`src/design/tphd_pkg.sv`:
```
`timescale 1ns / 1ps
`default_nettype none
// ----------------------------------------------------------------------------
// tphd_pkg - shared types and constants of the touch gesture classifier
// Payload structs, gesture codes, register map and reset values.
// ----------------------------------------------------------------------------
package tphd_pkg;

  // payload and register widths
  localparam int WORD_W         = 32;
  localparam int CFG_W          = 12;
  localparam int CFG_DW         = 32;
  localparam int CFG_AW         = 4;
  localparam int TIME_WIDTH_DEF = 12;

  // register indexes (paddr[3:2])
  localparam logic [1:0] REG_POLL_PERIOD = 2'd0;
  localparam logic [1:0] REG_LOCK_TIME   = 2'd1;
  localparam logic [1:0] REG_DRAG_TIME   = 2'd2;

  // register reset values
  localparam logic [CFG_W-1:0] POLL_PERIOD_RST = 12'd33;
  localparam logic [CFG_W-1:0] LOCK_TIME_RST   = 12'd30;
  localparam logic [CFG_W-1:0] DRAG_TIME_RST   = 12'd120;

  // gesture codes
  localparam logic [1:0] GC_PRESSED = 2'd0;
  localparam logic [1:0] GC_LOCK    = 2'd1;
  localparam logic [1:0] GC_DRAG    = 2'd2;
  localparam logic [1:0] GC_RELEASE = 2'd3;

  typedef struct packed {
    logic              ms_strobe;
    logic              touched;
    logic [WORD_W-1:0] touch_word;
  } in_item_t;

  typedef struct packed {
    logic [1:0]        gesture_code;
    logic [WORD_W-1:0] gesture_word;
  } out_item_t;

endpackage
`default_nettype wire

```
`src/design/touch_press_hold_drag_classifier.sv`:
```
`timescale 1ns / 1ps
`default_nettype none
// ----------------------------------------------------------------------------
// touch_press_hold_drag_classifier - press / lock / drag / release detector
// Samples the touch flag once per poll period of millisecond strobes and
// reports gestures with the touch word.
// ----------------------------------------------------------------------------
// Takes one input transfer every clock while in_stall is low. Each transfer
// is captured in an input register, classified in one pass against the poll
// counter, press timer and gesture phase, and the result (if any) lands in
// the output register. While a result waits on out_stall the input register
// keeps taking transfers; in_stall rises only when the held item has a
// gesture to report and the output register is still full. Items without a
// millisecond strobe never produce a result. Registers at paddr 0x0 (poll
// period), 0x4 (lock time) and 0x8 (drag time), 12 bits each, are to be
// written only while idle by the user; the block does not enforce it.
module touch_press_hold_drag_classifier
  import tphd_pkg::*;
#(
  parameter int TIME_WIDTH = TIME_WIDTH_DEF
) (
  input  wire logic              clk,
  input  wire logic              rst_n,
  // input channel
  input  wire logic              in_valid,
  output      logic              in_stall,
  input  wire in_item_t          in_data,
  // result channel
  output      logic              out_valid,
  input  wire logic              out_stall,
  output      out_item_t         out_data,
  // configuration port
  input  wire logic              psel,
  input  wire logic              penable,
  input  wire logic              pwrite,
  input  wire logic [CFG_AW-1:0] paddr,
  input  wire logic [CFG_DW-1:0] pwdata,
  output      logic [CFG_DW-1:0] prdata,
  output      logic              pready
);

  localparam int CMP_W = (TIME_WIDTH > CFG_W) ? TIME_WIDTH : CFG_W;

  typedef enum logic [3:0] {
    PH_EMPTY   = 4'b0001,
    PH_PRESSED = 4'b0010,
    PH_LOCK    = 4'b0100,
    PH_DRAG    = 4'b1000
  } phase_t;

  // configuration registers
  logic [CFG_W-1:0]      poll_period_r, lock_time_r, drag_time_r;
  // input stage
  logic                  in_valid_r;
  in_item_t              in_r;
  // classifier state
  logic [TIME_WIDTH-1:0] poll_cnt_r, poll_cnt_nxt;
  logic [TIME_WIDTH-1:0] press_tmr_r, press_tmr_nxt;
  logic                  was_touched_r, was_touched_nxt;
  logic [WORD_W-1:0]     last_word_r, last_word_nxt;
  phase_t                phase_r, phase_nxt;
  // output stage
  logic                  out_valid_r;
  out_item_t             out_r, res_nxt;

  logic                  emit;
  logic                  proc_go;
  logic                  cfg_wr;
  logic [TIME_WIDTH-1:0] tmr_inc, pc_inc;
  logic [CMP_W-1:0]      period_ext, pc_ext, tmr_ext, lock_ext, drag_ext;

  // APB write strobe and readback
  assign pready = 1'b1;
  assign cfg_wr = psel & penable & pwrite & pready;

  always_comb begin
    case (paddr[3:2])
      REG_POLL_PERIOD: prdata = CFG_DW'(poll_period_r);
      REG_LOCK_TIME:   prdata = CFG_DW'(lock_time_r);
      REG_DRAG_TIME:   prdata = CFG_DW'(drag_time_r);
      default:         prdata = '0;
    endcase
  end

  always_ff @(posedge clk) begin
    if (!rst_n) begin
      poll_period_r <= POLL_PERIOD_RST;
      lock_time_r   <= LOCK_TIME_RST;
      drag_time_r   <= DRAG_TIME_RST;
    end else if (cfg_wr) begin
      case (paddr[3:2])
        REG_POLL_PERIOD: poll_period_r <= pwdata[CFG_W-1:0];
        REG_LOCK_TIME:   lock_time_r   <= pwdata[CFG_W-1:0];
        REG_DRAG_TIME:   drag_time_r   <= pwdata[CFG_W-1:0];
        default: ;
      endcase
    end
  end

  // held item moves on unless it has a result and the output is blocked
  assign proc_go  = in_valid_r & (~emit | ~(out_valid_r & out_stall));
  assign in_stall = in_valid_r & ~proc_go;

  // input register
  always_ff @(posedge clk) begin
    if (!rst_n) begin
      in_valid_r <= 1'b0;
    end else if (!in_stall) begin
      in_valid_r <= in_valid;
    end
  end

  always_ff @(posedge clk) begin
    if (in_valid && !in_stall) begin
      in_r <= in_data;
    end
  end

  // saturating increments and compare operands
  assign tmr_inc    = was_touched_r ?
                      ((press_tmr_r == '1) ? press_tmr_r : press_tmr_r + 1'b1) :
                      press_tmr_r;
  assign pc_inc     = (poll_cnt_r == '1) ? poll_cnt_r : poll_cnt_r + 1'b1;
  assign period_ext = (poll_period_r == '0) ? CMP_W'(1) : CMP_W'(poll_period_r);
  assign pc_ext     = CMP_W'(pc_inc);
  assign tmr_ext    = CMP_W'(tmr_inc);
  assign lock_ext   = CMP_W'(lock_time_r);
  assign drag_ext   = CMP_W'(drag_time_r);

  // one-pass gesture classification
  always_comb begin
    poll_cnt_nxt    = poll_cnt_r;
    press_tmr_nxt   = press_tmr_r;
    was_touched_nxt = was_touched_r;
    last_word_nxt   = last_word_r;
    phase_nxt       = phase_r;
    emit            = 1'b0;
    res_nxt         = '{gesture_code: GC_PRESSED, gesture_word: in_r.touch_word};
    if (in_valid_r && in_r.ms_strobe) begin
      poll_cnt_nxt  = pc_inc;
      press_tmr_nxt = tmr_inc;
      if (pc_ext >= period_ext) begin
        poll_cnt_nxt    = '0;
        was_touched_nxt = in_r.touched;
        last_word_nxt   = in_r.touch_word;
        if (in_r.touched) begin
          if (!was_touched_r) begin
            press_tmr_nxt        = '0;
            phase_nxt            = PH_PRESSED;
            emit                 = 1'b1;
            res_nxt.gesture_code = GC_PRESSED;
          end else if (tmr_ext >= drag_ext) begin
            phase_nxt            = PH_DRAG;
            emit                 = 1'b1;
            res_nxt.gesture_code = GC_DRAG;
          end else if (tmr_ext >= lock_ext && phase_r != PH_LOCK) begin
            phase_nxt            = PH_LOCK;
            emit                 = 1'b1;
            res_nxt.gesture_code = GC_LOCK;
          end
        end else if (was_touched_r) begin
          // release reports the word of the previous poll
          phase_nxt            = PH_EMPTY;
          emit                 = 1'b1;
          res_nxt.gesture_code = GC_RELEASE;
          res_nxt.gesture_word = last_word_r;
        end
      end
    end
  end

  // classifier state
  always_ff @(posedge clk) begin
    if (!rst_n) begin
      poll_cnt_r    <= '0;
      press_tmr_r   <= '0;
      was_touched_r <= 1'b0;
      last_word_r   <= '0;
      phase_r       <= PH_EMPTY;
    end else if (proc_go) begin
      poll_cnt_r    <= poll_cnt_nxt;
      press_tmr_r   <= press_tmr_nxt;
      was_touched_r <= was_touched_nxt;
      last_word_r   <= last_word_nxt;
      phase_r       <= phase_nxt;
    end
  end

  // output register
  always_ff @(posedge clk) begin
    if (!rst_n) begin
      out_valid_r <= 1'b0;
    end else if (proc_go && emit) begin
      out_valid_r <= 1'b1;
    end else if (!out_stall) begin
      out_valid_r <= 1'b0;
    end
  end

  always_ff @(posedge clk) begin
    if (proc_go && emit) begin
      out_r <= res_nxt;
    end
  end

  assign out_valid = out_valid_r;
  assign out_data  = out_r;

endmodule
`default_nettype wire

```
`config.mk`:
```
export PLATFORM = sky130hd
export DESIGN_NAME = touch_press_hold_drag_classifier
export DESIGN_NICKNAME = d
export VERILOG_FILES = /design/src/design/tphd_pkg.sv /design/src/design/touch_press_hold_drag_classifier.sv
export SDC_FILE = /design/constraint.sdc
export NUM_CORES = 1
export LEC_CHECK = 0
export BUFFER_PORTS_ARGS = -buffer_cell sky130_fd_sc_hd__buf_2
export CORE_MARGIN = 10
export CORE_UTILIZATION = 40
export CTS_CLUSTER_DIAMETER = 60
export CTS_CLUSTER_SIZE = 20
export DETAILED_ROUTE_END_ITERATION = 12
export GPL_TIMING_DRIVEN = 0
export SETUP_SLACK_MARGIN = 0.15
export SLEW_MARGIN = 10
export SYNTH_ARGS = -nofsm -noshare
export SYNTH_HDL_FRONTEND = slang
export SYNTH_SLANG_ARGS = --single-unit
export TNS_END_PERCENT = 10
```
`constraint.sdc`:
```
create_clock -name clk -period 11.7 [get_ports clk]
set_input_delay 0.585 -clock clk [delete_from_list [all_inputs] [get_ports clk]]
set_output_delay 0.585 -clock clk [all_outputs]
set_load 0.05 [all_outputs]
```
==> impl_results.md <==
- Status: finished clean
- YS warnings: 0
- Largest net degree at the start of global routing: 40
- Crit path to: in_stall
- Core ar.: 20200 sq um
- FF-to-FF path depth: 17
- WP data required: 11120 ps
- Setup TNS Final: 0 ps
- Total gr overflow: 0
- Area contributors post-synth: edfxtp_1 25%, dfxtp_1 24%, ha_1 5.8%
- Fmax: 194 MHz
- Sequential fraction of the synthesis area: 49.3%
- Fill cell count: 1959
- Mean Syn Cell Area: 9.67 sq um
- Non-Filler Instances: 1268
- Vias/cell: 5.11
- Antenna viol nets, final: 0
- Worst-margin pin slew: 852 ps
- Async set-reset flop share out of synthesis: 0%
- Top_reg_cell synth: dfxtp_1
- Area leader, netlist: edfxtp_1
- Multi-input gate area: 3680 sq um
- Drt first pass iters: 5
- Port Buffers: 101
- Post_cts resized: 0
- Drt total wl: 21.0 mm
- Final period utilization: 44.0%
- Max-Slew Margin vs Limit: 43.1%
- Peak VDD IR: 0.0880 mV
- H-tree depth: 4
- Tmin final: 5140 ps
- Critical path startpoint: poll_cnt_r[0]
- R2R Path End: in_r[12]
- Wire length of the first global-routing pass: 33.8 mm
- Sink Count: 167
- RR Startpoint: poll_cnt_r[0]
- Nets: 1100
- GPL Wtd Cong: 0.827
- Placed Cells incl. Taps: 1236
- Post-synth EDFFs: 68
- Startpoint types: flop
- Clock skew: 11.4 ps
- Die H: 163 um
- Max Cap Violations: 0
- # rows: 52
- DR WL/cell: 16.6 um
- WS Path Type: reg2out
- Yosys top cell area share: 25.0%
- PwrDens: 134 nW/um^2
- Iteration-0 DRC Markers: 406
- Critical Path End Type: output pin
- Hold_buf cts: 0
- DRC Markers: 0
- Leak: 3.80 nW
- I/O pins: 146
- Setup WS post-layout: 6560 ps
- Max-slew violations: 0
- Clock Pin Slew Worst Setup and Hold Paths: 70 ps
- Fraction of layout cells with a size suffix above 1: 22.4%
- Final HPWL DP: 15.3 mm
- Final setup vio count: 0
- Synthesized flop and latch total: 167
- Critical Path AT: 4560 ps
- CP Max Fanout: 10
- Worst-Skew Late Latency: 420 ps
- Area Growth Syn to Fin: 19.0%
- Worst reg-to-reg setup slack: 6990 ps
- Root buf cell: clkbuf_16
- Die Area: 26500 sq um
- Pre-CTS setup slack: 6970 ps
- Setup Buffers After CTS: 0
- Initial antenna violation count: 0
- Hold Crit Class: in2reg
- FF/Latch Area: 4020 sq um
- Die W: 163 um
- Total GRT Usage: 15.8%
- Post-Syn Area: 8170 sq um
- RSZ-0062 raised after global routing: no
- Synth unique cells: 62
- CTS max path bufs: 2
- Num CTS Buffers: 17
- Hold Vio Cnt, Final: 0
- N_diodes: 0
- Final hold slack: 331 ps
- Cells after synthesis: 845
- Vias in the first global route: 6325
- Starting Density: 40.5%
- Total number of vias: 6485
- CTS tree: yes
==> synth_stat cells (3+ instances only) <==
cell type	count
nor2_1	25
o21ai_0	60
or3_1	4
mux2_2	32
nor2b_1	5
buf_2	8
nand3_1	51
edfxtp_1	68
inv_1	38
ha_1	38
a21o_1	4
buf_4	22
and2_1	7
a31oi_1	4
nor4_1	4
mux2i_1	19
nand4_1	17
o211ai_1	11
nand2_1	122
a21oi_1	89
xor2_1	3
a211oi_1	4
xnor2_1	7
nor3_1	13
clkbuf_1	30
dfxtp_1	99
a22o_1	4
buf_6	6
or2_2	3
o21ai_1	3
and3_1	5
==> through the flow <==
step | cell area, sq um | utilization (%) | power, mW
after global placement | 9080 | 45.0 | 0.726
final | 9720 | 48.2 | 1.30
after detailed placement | 9110 | 45.2 | 0.727
after floorplan | 8240 | - | 0.698
after global routing | 9720 | 48.2 | 1.35
after CTS | 9720 | 48.2 | 1.31
==> registers in the layout (all words and copies together) (netlist names) <==
register / count
poll_cnt_r: 12
in_valid_r: 1
was_touched_r: 1
out_valid: 1
last_word_r: 32
press_tmr_r: 12
poll_period_r: 12
out_data: 34
phase_r: 4
lock_ext: 12
in_r: 34
drag_ext: 12
==> how the worst min path moves through the flow <==
stage | startpoint | endpoint | slack (ps) | cells past startpoint
after floorplan | phase_r[3] | phase_r[3] | 430 | 2
after global placement | phase_r[3] | phase_r[3] | 450 | 2
after detailed placement | phase_r[3] | phase_r[3] | 460 | 2
after CTS | in_data[10] | in_r[10] | 320 | 1
after global routing | in_data[15] | in_r[15] | 310 | 1
final | in_data[32] | in_r[32] | 330 | 1
==> layer usage <==
| metal | routed length, um | global-route usage (%) | part of all wire, % | vias to the layer above |
|---|---|---|---|---|
| met4 | 183 | 3.52 | 0.87 | 0 |
| met3 | 795 | 3.44 | 3.8 | 10 |
| met1 | 9610 | 20.4 | 46 | 3090 |
| met5 | 0 | 0 | 0 | - |
| li1 | - | - | - | 3270 |
| met2 | 10500 | 26.5 | 50 | 115 |
==> report_power, final <==
part | switching [mW] | leakage (nW) | internal, mW
Combinational | 0.0575 | 2.06 | 0.0297
Clock | 0.256 | 0.297 | 0.331
Sequential | 0.00769 | 1.44 | 0.619
Total | 0.321 | 3.80 | 0.980
==> layout by cell type, fill, tap and decap left out, types with 7 or more instances in the layout <==
master and n:
nor2_1 25, conb_1 21, clkbuf_16 17, dfxtp_1 99, nor3_1 13, o211ai_1 11
mux2_2 32, clkbuf_1 30, edfxtp_1 68, nand3_1 51, o21ai_0 60, ha_1 38
nand4_1 17, nand2_1 122, a21oi_1 89, mux2i_1 19, inv_1 38, buf_2 109
buf_4 22, xnor2_1 7
==> critical path, stage by stage (launching register included) <==
cell	delay (ps)
dfxtp_1	440
ha_1	210
nand3_1	170
nor4_2	440
nand4_1	340
nand4_1	220
nor2_1	60
or2_2	280
ha_1	280
o211ai_1	90
o31ai_2	350
a21o_1	190
buf_6	150
o211ai_4	150
inv_4	170
buf_2	260
buf_2	320
==> area by class of cell <==
cell class              count  share of cell area [%]
flip-flops and latches    167                    41.4
multi-input cells         590                    37.8
repair buffers            102                    5.48
clock buffers              18                    4.52
plain buffers              67                    4.00
well taps                 270                    3.47
clock inverters            14                    1.78
inverters                  40                    1.57
==> cells by family after synthesis <==
group / share of synthesized area (%)
AO/OA/AOI/OAI: 14.7
XOR/XNOR: 1.07
adder cells (fa/ha/maj): 5.82
buffers and inverters: 6.63
flip-flops: 49.3
multiplexers: 7.06
other: 0.0919
AND/OR/NAND/NOR: 15.4
No activity file was read; power rests on OpenSTA's default activity.
